--- src/rtl/mcrrs_pkg.sv ---
// Shared types and constants for the multicore round-robin/FCFS scheduler.
`default_nettype none
package mcrrs_pkg;

    localparam int CORES_DEF  = 4;
    localparam int QDEPTH_DEF = 16;

    localparam int JOB_W  = 16;
    localparam int CFG_W  = 16;
    localparam int CIDX_W = 2;
    localparam int AC_W   = 3;
    localparam int TCNT_W = 32;

    localparam logic [CFG_W-1:0] DELAY_RST = 16'd1;
    localparam logic [CFG_W-1:0] QUANT_RST = 16'd5;
    localparam logic [AC_W-1:0]  ACT_RST   = 3'd4;

    typedef enum logic [1:0] {
        REG_MODE    = 2'd0,
        REG_DELAY   = 2'd1,
        REG_QUANTUM = 2'd2,
        REG_ACTIVE  = 2'd3
    } cfg_idx_t;

    typedef enum logic [2:0] {
        EV_ENQ  = 3'd0,
        EV_FULL = 3'd1,
        EV_DISP = 3'd2,
        EV_PRE  = 3'd3,
        EV_FIN  = 3'd4,
        EV_SUM  = 3'd5
    } kind_t;

    typedef enum logic [3:0] {
        S_IDLE,
        S_ENQ,
        S_SCHED,
        S_RD,
        S_DISP,
        S_REDISP,
        S_COUNT,
        S_EXEC,
        S_SUM
    } state_t;

    typedef struct packed {
        logic  capture;
        logic  enq;
        logic  c_clear;
        logic  c_inc;
        logic  preempt;
        logic  dispatch;
        logic  push_held;
        logic  disp_mem;
        logic  count_upd;
        logic  exec_step;
        logic  emit;
        logic  last;
        kind_t kind;
    } cmd_t;

    typedef struct packed {
        logic op;
        logic q_empty;
        logic q_full;
        logic mode;
        logic c_done;
        logic cur_busy;
        logic cur_qzero;
        logic cur_fin;
        logic can_emit;
    } status_t;

endpackage
`default_nettype wire

--- src/rtl/mcrrs_ctrl.sv ---
// Scheduler sequencer: walks enqueue and tick transactions through their phases.
`default_nettype none
module mcrrs_ctrl (
    input  wire logic            clk,
    input  wire logic            rst_n,
    input  wire logic            in_valid,
    output logic                 in_ready,
    input  wire mcrrs_pkg::status_t st,
    output mcrrs_pkg::cmd_t      cmd
);
    import mcrrs_pkg::*;

    state_t state_reg, state_next;
    logic   pre_reg, pre_next;

    always_ff @(posedge clk or negedge rst_n)
    begin
        if (!rst_n)
        begin
            state_reg <= S_IDLE;
            pre_reg   <= 1'b0;
        end
        else
        begin
            state_reg <= state_next;
            pre_reg   <= pre_next;
        end
    end

    always_comb
    begin
        state_next = state_reg;
        pre_next   = pre_reg;
        in_ready   = 1'b0;
        cmd        = '0;
        cmd.kind   = EV_SUM;
        case (state_reg)
            S_IDLE:
            begin
                in_ready = 1'b1;
                if (in_valid)
                begin
                    cmd.capture = 1'b1;
                    cmd.c_clear = 1'b1;
                    state_next  = st.op ? S_SCHED : S_ENQ;
                end
            end
            S_ENQ:
            begin
                if (st.can_emit)
                begin
                    cmd.emit   = 1'b1;
                    cmd.last   = 1'b1;
                    cmd.kind   = st.q_full ? EV_FULL : EV_ENQ;
                    cmd.enq    = !st.q_full;
                    state_next = S_IDLE;
                end
            end
            S_SCHED:
            begin
                pre_next = 1'b0;
                if (st.c_done)
                    state_next = S_COUNT;
                else if (!st.mode)
                begin
                    if (st.q_empty)
                        state_next = S_COUNT;
                    else if (!st.cur_busy)
                        state_next = S_RD;
                    else
                        cmd.c_inc = 1'b1;
                end
                else if (!st.cur_busy)
                begin
                    if (!st.q_empty)
                        state_next = S_RD;
                    else
                        cmd.c_inc = 1'b1;
                end
                else if (st.cur_qzero)
                begin
                    if (st.can_emit)
                    begin
                        cmd.emit    = 1'b1;
                        cmd.kind    = EV_PRE;
                        cmd.preempt = 1'b1;
                        pre_next    = 1'b1;
                        state_next  = st.q_empty ? S_REDISP : S_RD;
                    end
                end
                else
                    cmd.c_inc = 1'b1;
            end
            S_RD:
                state_next = S_DISP;
            S_DISP:
            begin
                if (st.can_emit)
                begin
                    cmd.emit      = 1'b1;
                    cmd.kind      = EV_DISP;
                    cmd.disp_mem  = 1'b1;
                    cmd.dispatch  = 1'b1;
                    cmd.push_held = pre_reg;
                    cmd.c_inc     = 1'b1;
                    state_next    = S_SCHED;
                end
            end
            S_REDISP:
            begin
                if (st.can_emit)
                begin
                    cmd.emit   = 1'b1;
                    cmd.kind   = EV_DISP;
                    cmd.c_inc  = 1'b1;
                    state_next = S_SCHED;
                end
            end
            S_COUNT:
            begin
                cmd.count_upd = 1'b1;
                cmd.c_clear   = 1'b1;
                state_next    = S_EXEC;
            end
            S_EXEC:
            begin
                if (st.c_done)
                    state_next = S_SUM;
                else if (st.cur_fin)
                begin
                    if (st.can_emit)
                    begin
                        cmd.emit      = 1'b1;
                        cmd.kind      = EV_FIN;
                        cmd.exec_step = 1'b1;
                        cmd.c_inc     = 1'b1;
                    end
                end
                else
                begin
                    cmd.exec_step = 1'b1;
                    cmd.c_inc     = 1'b1;
                end
            end
            S_SUM:
            begin
                if (st.can_emit)
                begin
                    cmd.emit   = 1'b1;
                    cmd.last   = 1'b1;
                    cmd.kind   = EV_SUM;
                    state_next = S_IDLE;
                end
            end
            default:
                state_next = S_IDLE;
        endcase
    end

endmodule
`default_nettype wire

--- src/rtl/mcrrs_dp.sv ---
// Scheduler datapath: config registers, ready queue memory, core state, counters, output.
`default_nettype none
module mcrrs_dp #(
    parameter int CORES       = mcrrs_pkg::CORES_DEF,
    parameter int QUEUE_DEPTH = mcrrs_pkg::QDEPTH_DEF
) (
    input  wire logic                           clk,
    input  wire logic                           rst_n,
    input  wire logic                           cfg_wr_en,
    input  wire logic [1:0]                     cfg_index,
    input  wire logic [mcrrs_pkg::CFG_W-1:0]    cfg_data,
    input  wire logic                           operation,
    input  wire logic [mcrrs_pkg::JOB_W-1:0]    job_id,
    input  wire logic [mcrrs_pkg::JOB_W-1:0]    instr_count,
    input  wire mcrrs_pkg::cmd_t                cmd,
    output mcrrs_pkg::status_t                  st,
    output logic                                out_valid,
    input  wire logic                           out_ready,
    output logic [2:0]                          event_kind,
    output logic [mcrrs_pkg::CIDX_W-1:0]        core_index,
    output logic [mcrrs_pkg::JOB_W-1:0]         event_job,
    output logic                                tick_idle,
    output logic [mcrrs_pkg::TCNT_W-1:0]        idle_ticks,
    output logic [mcrrs_pkg::TCNT_W-1:0]        active_ticks,
    output logic                                last_event
);
    import mcrrs_pkg::*;

    localparam int AW  = (QUEUE_DEPTH > 1) ? $clog2(QUEUE_DEPTH) : 1;
    localparam int QCW = $clog2(QUEUE_DEPTH + 1);
    localparam int CW  = $clog2(CORES + 1);
    localparam int IW  = (CORES > 1) ? $clog2(CORES) : 1;

    logic             mode_reg;
    logic [CFG_W-1:0] delay_rl_reg, quant_len_reg;
    logic [AC_W-1:0]  act_reg;

    always_ff @(posedge clk or negedge rst_n)
    begin
        if (!rst_n)
        begin
            mode_reg      <= 1'b0;
            delay_rl_reg  <= DELAY_RST;
            quant_len_reg <= QUANT_RST;
            act_reg       <= ACT_RST;
        end
        else if (cfg_wr_en)
        begin
            case (cfg_idx_t'(cfg_index))
                REG_MODE:    mode_reg      <= cfg_data[0];
                REG_DELAY:   delay_rl_reg  <= cfg_data;
                REG_QUANTUM: quant_len_reg <= cfg_data;
                REG_ACTIVE:  act_reg       <= cfg_data[AC_W-1:0];
                default:     mode_reg      <= mode_reg;
            endcase
        end
    end

    logic [CW-1:0] n_act;
    always_comb
    begin
        if (act_reg == '0)
            n_act = CW'(1);
        else if (int'(act_reg) > CORES)
            n_act = CW'(CORES);
        else
            n_act = CW'(act_reg);
    end

    // captured transaction
    logic [JOB_W-1:0] in_job_reg, in_cnt_reg;
    always_ff @(posedge clk)
    begin
        if (cmd.capture)
        begin
            in_job_reg <= job_id;
            in_cnt_reg <= instr_count;
        end
    end

    // core walk counter
    logic [CW-1:0] c_reg;
    logic [IW-1:0] c_idx;
    assign c_idx = c_reg[IW-1:0];

    always_ff @(posedge clk or negedge rst_n)
    begin
        if (!rst_n)
            c_reg <= '0;
        else if (cmd.c_clear)
            c_reg <= '0;
        else if (cmd.c_inc)
            c_reg <= c_reg + CW'(1);
    end

    // ready queue
    logic [2*JOB_W-1:0] qmem [QUEUE_DEPTH];
    logic [2*JOB_W-1:0] q_rd_reg;
    logic [AW-1:0]      head_reg;
    logic [QCW-1:0]     count_reg;
    logic [AW-1:0]      tail, head_inc;
    logic [QCW:0]       tail_sum;
    logic [JOB_W-1:0]   hold_job_reg, hold_rem_reg;

    assign tail_sum = (QCW+1)'(head_reg) + (QCW+1)'(count_reg);
    assign tail     = (tail_sum >= (QCW+1)'(QUEUE_DEPTH)) ?
                      AW'(tail_sum - (QCW+1)'(QUEUE_DEPTH)) : AW'(tail_sum);
    assign head_inc = (head_reg == AW'(QUEUE_DEPTH - 1)) ? '0 : head_reg + AW'(1);

    always_ff @(posedge clk)
    begin
        if (cmd.enq)
            qmem[tail] <= {in_job_reg, in_cnt_reg};
        else if (cmd.dispatch && cmd.push_held)
            qmem[tail] <= {hold_job_reg, hold_rem_reg};
        q_rd_reg <= qmem[head_reg];
    end

    always_ff @(posedge clk or negedge rst_n)
    begin
        if (!rst_n)
        begin
            head_reg  <= '0;
            count_reg <= '0;
        end
        else if (cmd.enq)
            count_reg <= count_reg + QCW'(1);
        else if (cmd.dispatch)
        begin
            head_reg <= head_inc;
            if (!cmd.push_held)
                count_reg <= count_reg - QCW'(1);
        end
    end

    // core state
    logic [CORES-1:0] busy_reg;
    logic [JOB_W-1:0] core_job_reg   [CORES];
    logic [JOB_W-1:0] core_rem_reg   [CORES];
    logic [CFG_W-1:0] core_delay_reg [CORES];
    logic [CFG_W-1:0] core_quant_reg [CORES];

    logic             cur_busy, cur_dz;
    logic [JOB_W-1:0] cur_rem;
    assign cur_busy = busy_reg[c_idx];
    assign cur_dz   = (core_delay_reg[c_idx] == '0);
    assign cur_rem  = core_rem_reg[c_idx];

    always_ff @(posedge clk)
    begin
        if (cmd.preempt)
        begin
            hold_job_reg <= core_job_reg[c_idx];
            hold_rem_reg <= core_rem_reg[c_idx];
        end
        if (cmd.dispatch)
        begin
            core_job_reg[c_idx] <= q_rd_reg[2*JOB_W-1:JOB_W];
            core_rem_reg[c_idx] <= q_rd_reg[JOB_W-1:0];
        end
        else if (cmd.exec_step && cur_busy && cur_dz)
            core_rem_reg[c_idx] <= cur_rem - JOB_W'(1);
    end

    always_ff @(posedge clk or negedge rst_n)
    begin
        if (!rst_n)
        begin
            busy_reg <= '0;
            for (int i = 0; i < CORES; i++)
            begin
                core_delay_reg[i] <= DELAY_RST;
                core_quant_reg[i] <= QUANT_RST;
            end
        end
        else
        begin
            if (cmd.preempt)
                core_quant_reg[c_idx] <= quant_len_reg;
            if (cmd.dispatch)
                busy_reg[c_idx] <= 1'b1;
            if (cmd.exec_step && cur_busy)
            begin
                if (cur_dz)
                begin
                    core_delay_reg[c_idx] <= delay_rl_reg;
                    if (cur_rem == JOB_W'(1))
                    begin
                        busy_reg[c_idx]       <= 1'b0;
                        core_quant_reg[c_idx] <= quant_len_reg;
                    end
                    else if (core_quant_reg[c_idx] != '0)
                        core_quant_reg[c_idx] <= core_quant_reg[c_idx] - CFG_W'(1);
                end
                else
                    core_delay_reg[c_idx] <= core_delay_reg[c_idx] - CFG_W'(1);
            end
        end
    end

    // tick statistics
    logic              any_busy;
    logic              tidle_reg;
    logic [TCNT_W-1:0] idle_cnt_reg, act_cnt_reg;

    always_comb
    begin
        any_busy = 1'b0;
        for (int i = 0; i < CORES; i++)
            if (busy_reg[i] && (i < int'(n_act)))
                any_busy = 1'b1;
    end

    always_ff @(posedge clk or negedge rst_n)
    begin
        if (!rst_n)
        begin
            idle_cnt_reg <= '0;
            act_cnt_reg  <= '0;
            tidle_reg    <= 1'b0;
        end
        else if (cmd.count_upd)
        begin
            tidle_reg <= !any_busy;
            if (any_busy)
                act_cnt_reg <= act_cnt_reg + TCNT_W'(1);
            else
                idle_cnt_reg <= idle_cnt_reg + TCNT_W'(1);
        end
    end

    // result register
    logic              out_valid_reg;
    logic [2:0]        kind_reg;
    logic [CIDX_W-1:0] cidx_reg;
    logic [JOB_W-1:0]  ejob_reg;
    logic              tidle_out_reg, last_reg;
    logic [TCNT_W-1:0] icnt_out_reg, acnt_out_reg;
    logic              can_emit;
    logic [JOB_W-1:0]  job_sel;

    assign can_emit = !out_valid_reg || out_ready;

    always_comb
    begin
        case (cmd.kind)
            EV_ENQ, EV_FULL: job_sel = in_job_reg;
            EV_DISP:         job_sel = cmd.disp_mem ? q_rd_reg[2*JOB_W-1:JOB_W]
                                                    : core_job_reg[c_idx];
            EV_PRE, EV_FIN:  job_sel = core_job_reg[c_idx];
            default:         job_sel = '0;
        endcase
    end

    always_ff @(posedge clk or negedge rst_n)
    begin
        if (!rst_n)
            out_valid_reg <= 1'b0;
        else if (cmd.emit)
            out_valid_reg <= 1'b1;
        else if (out_ready)
            out_valid_reg <= 1'b0;
    end

    always_ff @(posedge clk)
    begin
        if (cmd.emit)
        begin
            kind_reg      <= cmd.kind;
            cidx_reg      <= (cmd.kind == EV_DISP || cmd.kind == EV_PRE ||
                              cmd.kind == EV_FIN) ? CIDX_W'(c_reg) : '0;
            ejob_reg      <= job_sel;
            tidle_out_reg <= (cmd.kind == EV_SUM) ? tidle_reg : 1'b0;
            icnt_out_reg  <= (cmd.kind == EV_SUM) ? idle_cnt_reg : '0;
            acnt_out_reg  <= (cmd.kind == EV_SUM) ? act_cnt_reg : '0;
            last_reg      <= cmd.last;
        end
    end

    assign out_valid    = out_valid_reg;
    assign event_kind   = kind_reg;
    assign core_index   = cidx_reg;
    assign event_job    = ejob_reg;
    assign tick_idle    = tidle_out_reg;
    assign idle_ticks   = icnt_out_reg;
    assign active_ticks = acnt_out_reg;
    assign last_event   = last_reg;

    always_comb
    begin
        st           = '0;
        st.op        = operation;
        st.q_empty   = (count_reg == '0);
        st.q_full    = (count_reg >= QCW'(QUEUE_DEPTH));
        st.mode      = mode_reg;
        st.c_done    = (c_reg == n_act);
        st.cur_busy  = cur_busy;
        st.cur_qzero = (core_quant_reg[c_idx] == '0);
        st.cur_fin   = cur_busy && cur_dz && (cur_rem == JOB_W'(1));
        st.can_emit  = can_emit;
    end

endmodule
`default_nettype wire

--- src/rtl/multicore_rr_fcfs_scheduler_unit.sv ---
// Multicore job scheduler (FCFS / round robin) top level.
// Input channel (in_valid/in_ready): operation 0 enqueues job_id with
// instr_count, operation 1 advances one scheduling tick. One transaction is
// worked on at a time; in_ready is high only while the sequencer is idle.
// Output channel (out_valid/out_ready): one result per event, last_event
// marks the final result of a transaction (enqueue/full reply or tick summary).
// Enqueue: accept, then post the result. Tick: accept, then a scheduling walk
// over the active cores; each dispatch from the queue adds a registered queue
// read and a dispatch step, each preempt that re-dispatches the same job adds
// a re-dispatch step; then a step to close the walk, the idle/active count, an
// execution walk over the active cores, and the summary.
// The result sits in an output register; the sequencer stalls only when it
// must post a new result while the previous one has not been taken.
// Config port: cfg_wr_en/cfg_index/cfg_data, to be written by the user only
// while idle; the block itself does not enforce this.
// Reset: asynchronous, active low; queue empty, cores free, counters zero,
// registers at their defaults.
`default_nettype none
module multicore_rr_fcfs_scheduler_unit #(
    parameter int CORES       = mcrrs_pkg::CORES_DEF,
    parameter int QUEUE_DEPTH = mcrrs_pkg::QDEPTH_DEF
) (
    input  wire logic                         clk,
    input  wire logic                         rst_n,
    input  wire logic                         cfg_wr_en,
    input  wire logic [1:0]                   cfg_index,
    input  wire logic [mcrrs_pkg::CFG_W-1:0]  cfg_data,
    input  wire logic                         in_valid,
    output logic                              in_ready,
    input  wire logic                         operation,
    input  wire logic [mcrrs_pkg::JOB_W-1:0]  job_id,
    input  wire logic [mcrrs_pkg::JOB_W-1:0]  instr_count,
    output logic                              out_valid,
    input  wire logic                         out_ready,
    output logic [2:0]                        event_kind,
    output logic [mcrrs_pkg::CIDX_W-1:0]      core_index,
    output logic [mcrrs_pkg::JOB_W-1:0]       event_job,
    output logic                              tick_idle,
    output logic [mcrrs_pkg::TCNT_W-1:0]      idle_ticks,
    output logic [mcrrs_pkg::TCNT_W-1:0]      active_ticks,
    output logic                              last_event
);
    import mcrrs_pkg::*;

    cmd_t    cmd;
    status_t st;

    mcrrs_ctrl u_ctrl (
        .clk      (clk),
        .rst_n    (rst_n),
        .in_valid (in_valid),
        .in_ready (in_ready),
        .st       (st),
        .cmd      (cmd)
    );

    mcrrs_dp #(
        .CORES       (CORES),
        .QUEUE_DEPTH (QUEUE_DEPTH)
    ) u_dp (
        .clk          (clk),
        .rst_n        (rst_n),
        .cfg_wr_en    (cfg_wr_en),
        .cfg_index    (cfg_index),
        .cfg_data     (cfg_data),
        .operation    (operation),
        .job_id       (job_id),
        .instr_count  (instr_count),
        .cmd          (cmd),
        .st           (st),
        .out_valid    (out_valid),
        .out_ready    (out_ready),
        .event_kind   (event_kind),
        .core_index   (core_index),
        .event_job    (event_job),
        .tick_idle    (tick_idle),
        .idle_ticks   (idle_ticks),
        .active_ticks (active_ticks),
        .last_event   (last_event)
    );

`ifndef ASSERT_OFF
    a_busy_after_accept: assert property (@(posedge clk) disable iff (!rst_n)
        (in_valid && in_ready) |=> !in_ready)
        else $error("input accepted while a transaction is in progress");

    a_queue_state: assert property (@(posedge clk) disable iff (!rst_n)
        !(st.q_empty && st.q_full))
        else $error("queue both empty and full");

    a_last_kind: assert property (@(posedge clk) disable iff (!rst_n)
        (out_valid && last_event) |-> (event_kind == EV_SUM ||
            event_kind == EV_ENQ || event_kind == EV_FULL))
        else $error("final result of a transaction has wrong kind");

    a_emit_ok: assert property (@(posedge clk) disable iff (!rst_n)
        cmd.emit |-> st.can_emit)
        else $error("result posted over an untaken result");
`endif

endmodule
`default_nettype wire

--- config.mk ---
export PLATFORM = sky130hd
export DESIGN_NAME = multicore_rr_fcfs_scheduler_unit
export DESIGN_NICKNAME = d
export VERILOG_FILES = /design/src/rtl/mcrrs_pkg.sv /design/src/rtl/mcrrs_ctrl.sv /design/src/rtl/mcrrs_dp.sv /design/src/rtl/multicore_rr_fcfs_scheduler_unit.sv
export SDC_FILE = /design/constraint.sdc
export NUM_CORES = 1
export LEC_CHECK = 0
export BUFFER_PORTS_ARGS = -buffer_cell sky130_fd_sc_hd__clkbuf_2
export CAP_MARGIN = 20
export CORE_MARGIN = 2
export CORE_UTILIZATION = 45
export CTS_CLUSTER_SIZE = 8
export DETAILED_ROUTE_END_ITERATION = 10
export HOLD_SLACK_MARGIN = 0.08
export PLACE_DENSITY = 0.59
export SYNTH_ARGS = -nofsm -noshare
export SYNTH_HDL_FRONTEND = slang
export SYNTH_SLANG_ARGS = --single-unit
export TNS_END_PERCENT = 10
--- constraint.sdc ---
create_clock -name clk -period 9.7 [get_ports clk]
set_clock_uncertainty 0.2 [all_clocks]
set_input_delay 0.97 -clock clk [delete_from_list [all_inputs] [get_ports clk]]
set_output_delay 0.97 -clock clk [all_outputs]
set_load 0.1 [all_outputs]
==> results.md, run 1 <==
* Outcome: complete, but fails checks
* Violated checks: design-rule violations
* Hold slack at 0.0852 ns
* Critical path, cell by cell: buf_4 > mux4_2 > or4_1 > nand4bb_1 > buf_4 > a311o_2 > buf_4 > nor2_2 > o22ai_1
* N_diodes at 0
* Share of cells above drive strength 1 at 24.9%
* Syn avg cell area at 15.6 sq um
* Required @ worst endpoint at 10.07 ns
* Int Pwr at ~10 mW
* First-pass GRT wire length at 171000 um
* DR DRC count at 1
* Initial antenna violation count at 3
* Crit Path Class: reg -> reg
* Crit-path leading delay family: simple AND/OR/NAND/NOR gates
* Horiz. Die Dim at 322 um
* Yosys reg bits at 1074
* RSZ-0062 raised after global routing: false
* Final setup vio count at 0
* Ports at 145
* PnR worst setup slack at 3.88 ns
* FF-to-FF Start: u_dp.c_reg[1]
* Cts repair resizes at 0
* Drt first pass iters at 8
* FP Rows at 116
* Post-synth ARST share at a little under a quarter
* Pin slew with the least headroom to its limit at 1.18 ns
* Total CTS buffers at about 150
* CP most frequent cell: buf_4
* Max frequency at 172 MHz
* DRT antenna net count at 0
* Final core utilization at between 50 and 60%
* Register area share after synthesis at 67.6%
* Synth top area cells: edfxtp_1, dfrtp_1, mux4_2, mux2_2, mux2i_1
* Reg clk slew, reported paths at ~0.060 ns
* Cells after Synth at 2903
* GPL Wtd Cong at 0.874
* Switching part of the total at a little under two fifths
* Top cells by count, synth: edfxtp_1, dfrtp_1, nand2_1
* FF-to-FF path depth at 9
* Max stage delay on crit path at 1.02 ns
* PortBufs at 144
* Post CTS Setup Buffer Count at 0
* Later-pin clock latency in the skew report at 0.74 ns
* Mapped cell area at 45400 sq um
* Main synth FF type: edfxtp_1
* Overall power at 16.7 mW
* Total grt overflow at 0
* R2R Path End: u_dp.core_quant_reg[13]
* Combinational group share of total power at ~33%
* Die ar. at 103000 sq um
* LEAKAGE at 18.9 nW
* Largest register FFs at roughly 500
* NumNets Final at 3178
* Area growth syn-to-layout at 14.8%
* Post-synth EDFFs at 791
* Largest net degree at the start of global routing at approximately 120
* FILL cells at 8068
* Top reg by flops: u_dp.qmem
* Hold/Removal Path Class: in -> async
* Pwr/cell area at 320 nW/um^2
* Unique masters post-synth at 95
* Reg power frac at between 30% and 40%
* Cell taking the most area after synthesis: edfxtp_1
* WL/cell at 24.9 um
* Clk pwr share at ~30%
* Via/cell ratio at 5.90
* Syn nets at just under 3000
* Core Region at 100000 sq um
* Initial DRC Count at 2604
* Total number of yosys warnings at 0
* CP arrival at 6.20 ns
* VDD IR-drop max at 0.280 mV
* Routed WL at 113000 um
* Pre-CTS WS at approximately 3.7 ns
* Hold-fix buffers, CTS at 0
* Setup TNS at 0 ns
* Max-Cap Viols at 0
* P_sw at 6.17 mW
* Final Cycle Share at 60.1%
* Most common cell in the netlist: edfxtp_1
* Period minus WS final at slightly below 6 ns
* Area share of the largest cell type after synthesis at between 50 and 60%
* Clock Sinks at between 1000 and 1500
* Crit. End Element: flop
* Root buffer cell: clkbuf_16
* CP max stage cell: dfrtp_2
* Routed vias at between 20000 and 30000
* H-tree lvl count at 4
* Global Route Usage Sum at 21.9%
* Final hold violation count at 0
* Starting Density at a little under half
* Post-detail-place hpwl at 66700 um
* Buffer and inverter count on the worst path at 3
* Die H at roughly 320 um
* Vias in the first global route at 27400
* Clock buffer depth at 3
* R2r setup slk at ~3.9 ns
* Critical path fanouts, max at 40
* CTS tree: yes
* CP startpoint kind: flop
* Final Max Slew Viols at 0
* Relative slew margins at 20.5%
## through the flow
step | area (sq um) | instances
2_1_floorplan | 45400 | 2903
3_3_place_gp | 47600 | 4241
3_5_place_dp | 47600 | 4241
4_1_cts | 52000 | 4519
5_1_grt | 52100 | 4523
6_report | 52100 | 4523
## layer usage
layer	part of all wire, %	GRT usage (%)	vias up
li1	-	-	11700
met1	43	30.2	13800
met2	48	35.6	998
met3	6.0	3.74	221
met4	2.5	7.17	2
met5	0.012	0	-
## power groups by stage
| stage | combinational (mW) | clock [mW] | sequential (mW) |
|---|---|---|---|
| after floorplan | 3.20 | 0 | 7.24 |
| after CTS | 5.42 | 5.03 | 6.31 |
| after global routing | 5.84 | 5.24 | 6.36 |
| after global placement | 5.30 | 0 | 6.36 |
| after detailed placement | 5.40 | 0 | 6.39 |
| final | 5.43 | 4.93 | 6.30 |
## layout make-up
class | count | area [sq um] | area share, %
Clock buffer | 271 | 4360 | 8.36
Clock inverter | 7 | 98.8 | 0.190
Inverter | 32 | 121 | 0.233
Multi-Input combinational cell | 1642 | 14000 | 26.9
Sequential cell | 1074 | 30700 | 58.9
Tap cell | 1298 | 1620 | 3.12
Timing Repair Buffer | 199 | 1210 | 2.31
## worst max path at each step
stage	start	end	slack, ns	depth (start not counted)
final	u_dp.c_reg[1]	u_dp.core_quant_reg[13]	3.88	9
after global routing	u_dp.c_reg[0]	u_dp.idle_ticks[22]	3.59	11
after CTS	u_dp.c_reg[0]	u_dp.idle_ticks[27]	3.68	10
after detailed placement	u_dp.c_reg[0]	u_dp.idle_ticks[23]	3.69	10
after global placement	u_dp.c_reg[0]	u_dp.idle_ticks[24]	3.83	10
after floorplan	u_dp.out_valid	u_dp.active_ticks[0]	1.31	4
## cell usage in the layout (no fill, tap or decap), drive strengths merged, types with 16 or more instances in the layout
cell type and n:
a21oi 90, a221oi 36, a22oi 50, and2 82
and3 27, buf 55, clkbuf 415, dfrtp 235
dfstp 16, dfxtp 32, edfxtp 791, ha 19
inv 36, mux2 182, mux2i 140, mux4 129
nand2 205, nand3 63, nand4 27, nor2 104
nor3 32, o21ai 114, o221ai 16, o22ai 17
or3 17, xnor2 71, xor2 38
## kinds of logic after synthesis
group | Yosys count | share of synthesized area [%]
AOI/OAI and AO/OA | 430 | 6.34
buffers and inverters | 187 | 1.92
adders and majority gates | 21 | 0.612
xor gates and xnor gates | 109 | 2.10
muxes | 451 | 14.0
and+or+nand+nor | 631 | 7.36
DFF | 1074 | 67.6
Power figures use the tool's default switching activity.
==> run 2: changes to the inputs <==
- PLACE_DENSITY: 0.59 -> 0.61
- clock period: 9.7 -> 5.3 ns (I/O delays scaled with it)
==> run 2 against run 1 <==
Net effect: the flow now finishes without violations; die area did not move; worst hold slack improved by 0.11 ns; register-to-register slack worse by 3.3 ns; cell count rose by 1.5%.
==> results.md, run 2 (same netlist as run 1, synthesis figures left out) <==
* Max stage delay on crit path at 0.67 ns (-0.35 ns)
* Largest net degree at the start of global routing at 123 (unchanged)
* Final Max Slew Viols at 0 (unchanged)
* CP Launch Point: u_dp.c_reg[0]
* Routed WL at 115000 um (+2.1%)
* Die ar. at 103000 sq um (unchanged)
* Total grt overflow at 0 (unchanged)
* Pin slew with the least headroom to its limit at 1.14 ns (-0.0421 ns)
* Required @ worst endpoint at 5.54 ns (-4.53 ns)
* Largest register FFs at 512 (unchanged)
* Share of cells above drive strength 1 at 25.3% (+0.41 points)
* Drt first pass iters at 5 (-3)
* DR WL met3 at 6970 um (+2.8%)
* Routed vias at 27000 (+1.4%)
* Horiz. Die Dim at 322 um (unchanged)
* Outcome: finished, final reports clean
* DRT antenna net count at 0 (unchanged)
* DR WL met2 at 54900 um (+1.3%)
* CP startpoint kind: flop
* Hold path depth at 3
* M1 WL at 50100 um (+2.1%)
* FF-to-FF Start: u_dp.c_reg[0]
* PnR worst setup slack at 0.568 ns (-3.31 ns)
* Later-pin clock latency in the skew report at 0.75 ns (about the same)
* WL/cell at 25.1 um (+0.63%)
* NumNets Final at 3258 (+2.5%)
* Pre-CTS WS at 0.483 ns (-3.21 ns)
* RSZ-0062 raised after global routing: false
* H-tree lvl count at 4 (unchanged)
* LEAKAGE at 19.3 nW (+2.3%)
* Highest metal used: met5
* Die H at 322 um (unchanged)
* FF-to-FF path depth at 11 (+2)
* Root buffer cell: clkbuf_16
* Final Cycle Share at 89.3% (+29 points)
* Ports at 145 (unchanged)
* Pwr/cell area at 581 nW/um^2 (+82%)
* Top reg by flops: u_dp.qmem
* Post-detail-place hpwl at 70800 um (+6.2%)
* Area growth syn-to-layout at 17.0%
* HP Start: out_ready
* Via/cell ratio at 5.89 (-0.14%)
* PortBufs at 144 (unchanged)
* GPL Wtd Cong at 0.892 (+2.0%)
* Cell count along the critical path at 11 (+2)
* Crit-path leading delay family: simple AND/OR/NAND/NOR gates
* Final core utilization at 53.1% (+0.97 points)
* Relative slew margins at 23.7% (+3.2 points)
* Multi-input gate area at 14000 sq um (about the same)
* FILL cells at 8013 (-0.68%)
* VDD IR-drop max at 0.502 mV (+79%)
* DR DRC count at 0 (-1)
* Critical path, cell by cell: buf_12 > mux4_2 > inv_1 > ha_1 > nor4b_1 > and2_1 > nand2_1 > nor3_1 > nor2_1 > o21ai_4 > buf_12
* Total CTS buffers at 153 (+0.66%)
* CP arrival at 4.97 ns (-1.23 ns)
* Global Route Usage Sum at 22.4% (+0.49 points)
* Initial DRC Count at 2730 (+4.8%)
* CP most frequent cell: buf_12
* Initial antenna violation count at 3 (unchanged)
* Crit. End Element: flop
* CP max stage cell: dfrtp_4
* First-pass GRT wire length at 174000 um (+1.6%)
* Most frequent cells in the layout: edfxtp_1, dfrtp_1, nand2_1
* FP Rows at 116 (unchanged)
* Max frequency at 211 MHz (+23%)
* Clock buffer depth at 3 (unchanged)
* Buffer and inverter count on the worst path at 3 (unchanged)
* Final hold violation count at 0 (unchanged)
* Vias in the first global route at 27600 (+0.69%)
* CTS tree: yes
* Period minus WS final at 4.73 ns (-1.09 ns)
* Most common cell after layout, fill and taps aside: edfxtp_1
* Reg clk slew, reported paths at 0.05 ns (about the same)
* Max-Cap Viols at 0 (unchanged)
* Core Region at 100000 sq um (unchanged)
* Post CTS Setup Buffer Count at 0 (unchanged)
* Crit Path Class: reg -> reg
* Clock Sinks at 1074 (unchanged)
* Final setup vio count at 0 (unchanged)
* Critical path fanouts, max at 58 (+45%)
* Register Area at 30700 sq um (unchanged)
* Starting Density at 45.4% (unchanged)
* Hold/Removal Path Class: in -> reg
run 2: cell count changes in the layout (fill, tap and decap cells not counted), moves of 2 or more:
cell / before / now
clkinv_8: 2 / 4
clkinv_2: 1 / 3
clkbuf_1: 114 / 93
buf_4: 50 / 56
clkbuf_8: 0 / 2
dlygate4sd3_1: 0 / 56
buf_16: 2 / 0
buf_12: 2 / 22
run 2: report_power, final:
group	switching (mW)	internal, mW	leakage, nW
Sequential	0.857	10.6	10.6
Combinational	7.10	3.26	6.57
Clock	3.55	5.49	2.14
Total	11.5	19.3	19.3
run 2: worst paths after layout:
| kind | end | slack (ns) |
|---|---|---|
| worst max-delay path | u_dp.idle_ticks[28] | 0.57 |
| worst min-delay path | u_dp.out_valid | 0.19 |
| worst max register to register | u_dp.idle_ticks[28] | 0.57 |
| worst min register to register | u_dp.act_cnt_reg[31] | 0.27 |
| max in group asynchronous | u_dp.core_delay_reg[50] | 3.46 |
| min in group asynchronous | u_dp.act_cnt_reg[24] | 0.24 |
run 2: cell type report:
class                   count  share of cell area (%)
well taps                1298                    3.06
repair buffers            278                    4.05
diodes                      1                 0.00471
flip-flops and latches   1074                    57.9
multi-input cells        1642                    26.4
inverters                  32                   0.229
clock buffers             251                    8.06
clock inverters            15                   0.384
run 2: repair_timing:
item / 4_1_cts / 5_1_grt
hold buffers: 56 / 0
endpoints found under the hold margin: 165 / 0
resized for setup: 0 / 0
run 2: per-layer routing:
| metal | global-route usage (%) | up-vias |
|---|---|---|
| li1 | - | 11800 |
| met1 | 31.1 | 14000 |
| met2 | 35.8 | 986 |
| met3 | 3.85 | 230 |
| met4 | 7.99 | 2 |
| met5 | 0 | - |
run 2: per-stage QoR:
step                      hold WS (ns)  area, sq um  instances  total power, mW  setup TNS [ns]
after detailed placement         0.265        48000       4266             21.9               0
after global routing             0.192        53100       4591             32.2               0
after CTS                        0.149        53000       4588             31.0               0
final                            0.194        53100       4591             30.8               0
after floorplan                 0.0344        45400       2903             19.0           -4.50
after global placement           0.258        48000       4266             21.6               0
run 2: worst reg2reg max path, stage by stage (launching register included):
cell     delay (ns)
dfrtp_4        0.67
buf_12         0.47
mux4_2         0.66
inv_1          0.10
ha_1           0.19
nor4b_1        0.32
and2_1         0.33
nand2_1        0.33
nor3_1         0.39
nor2_1         0.18
o21ai_4        0.29
buf_12         0.28
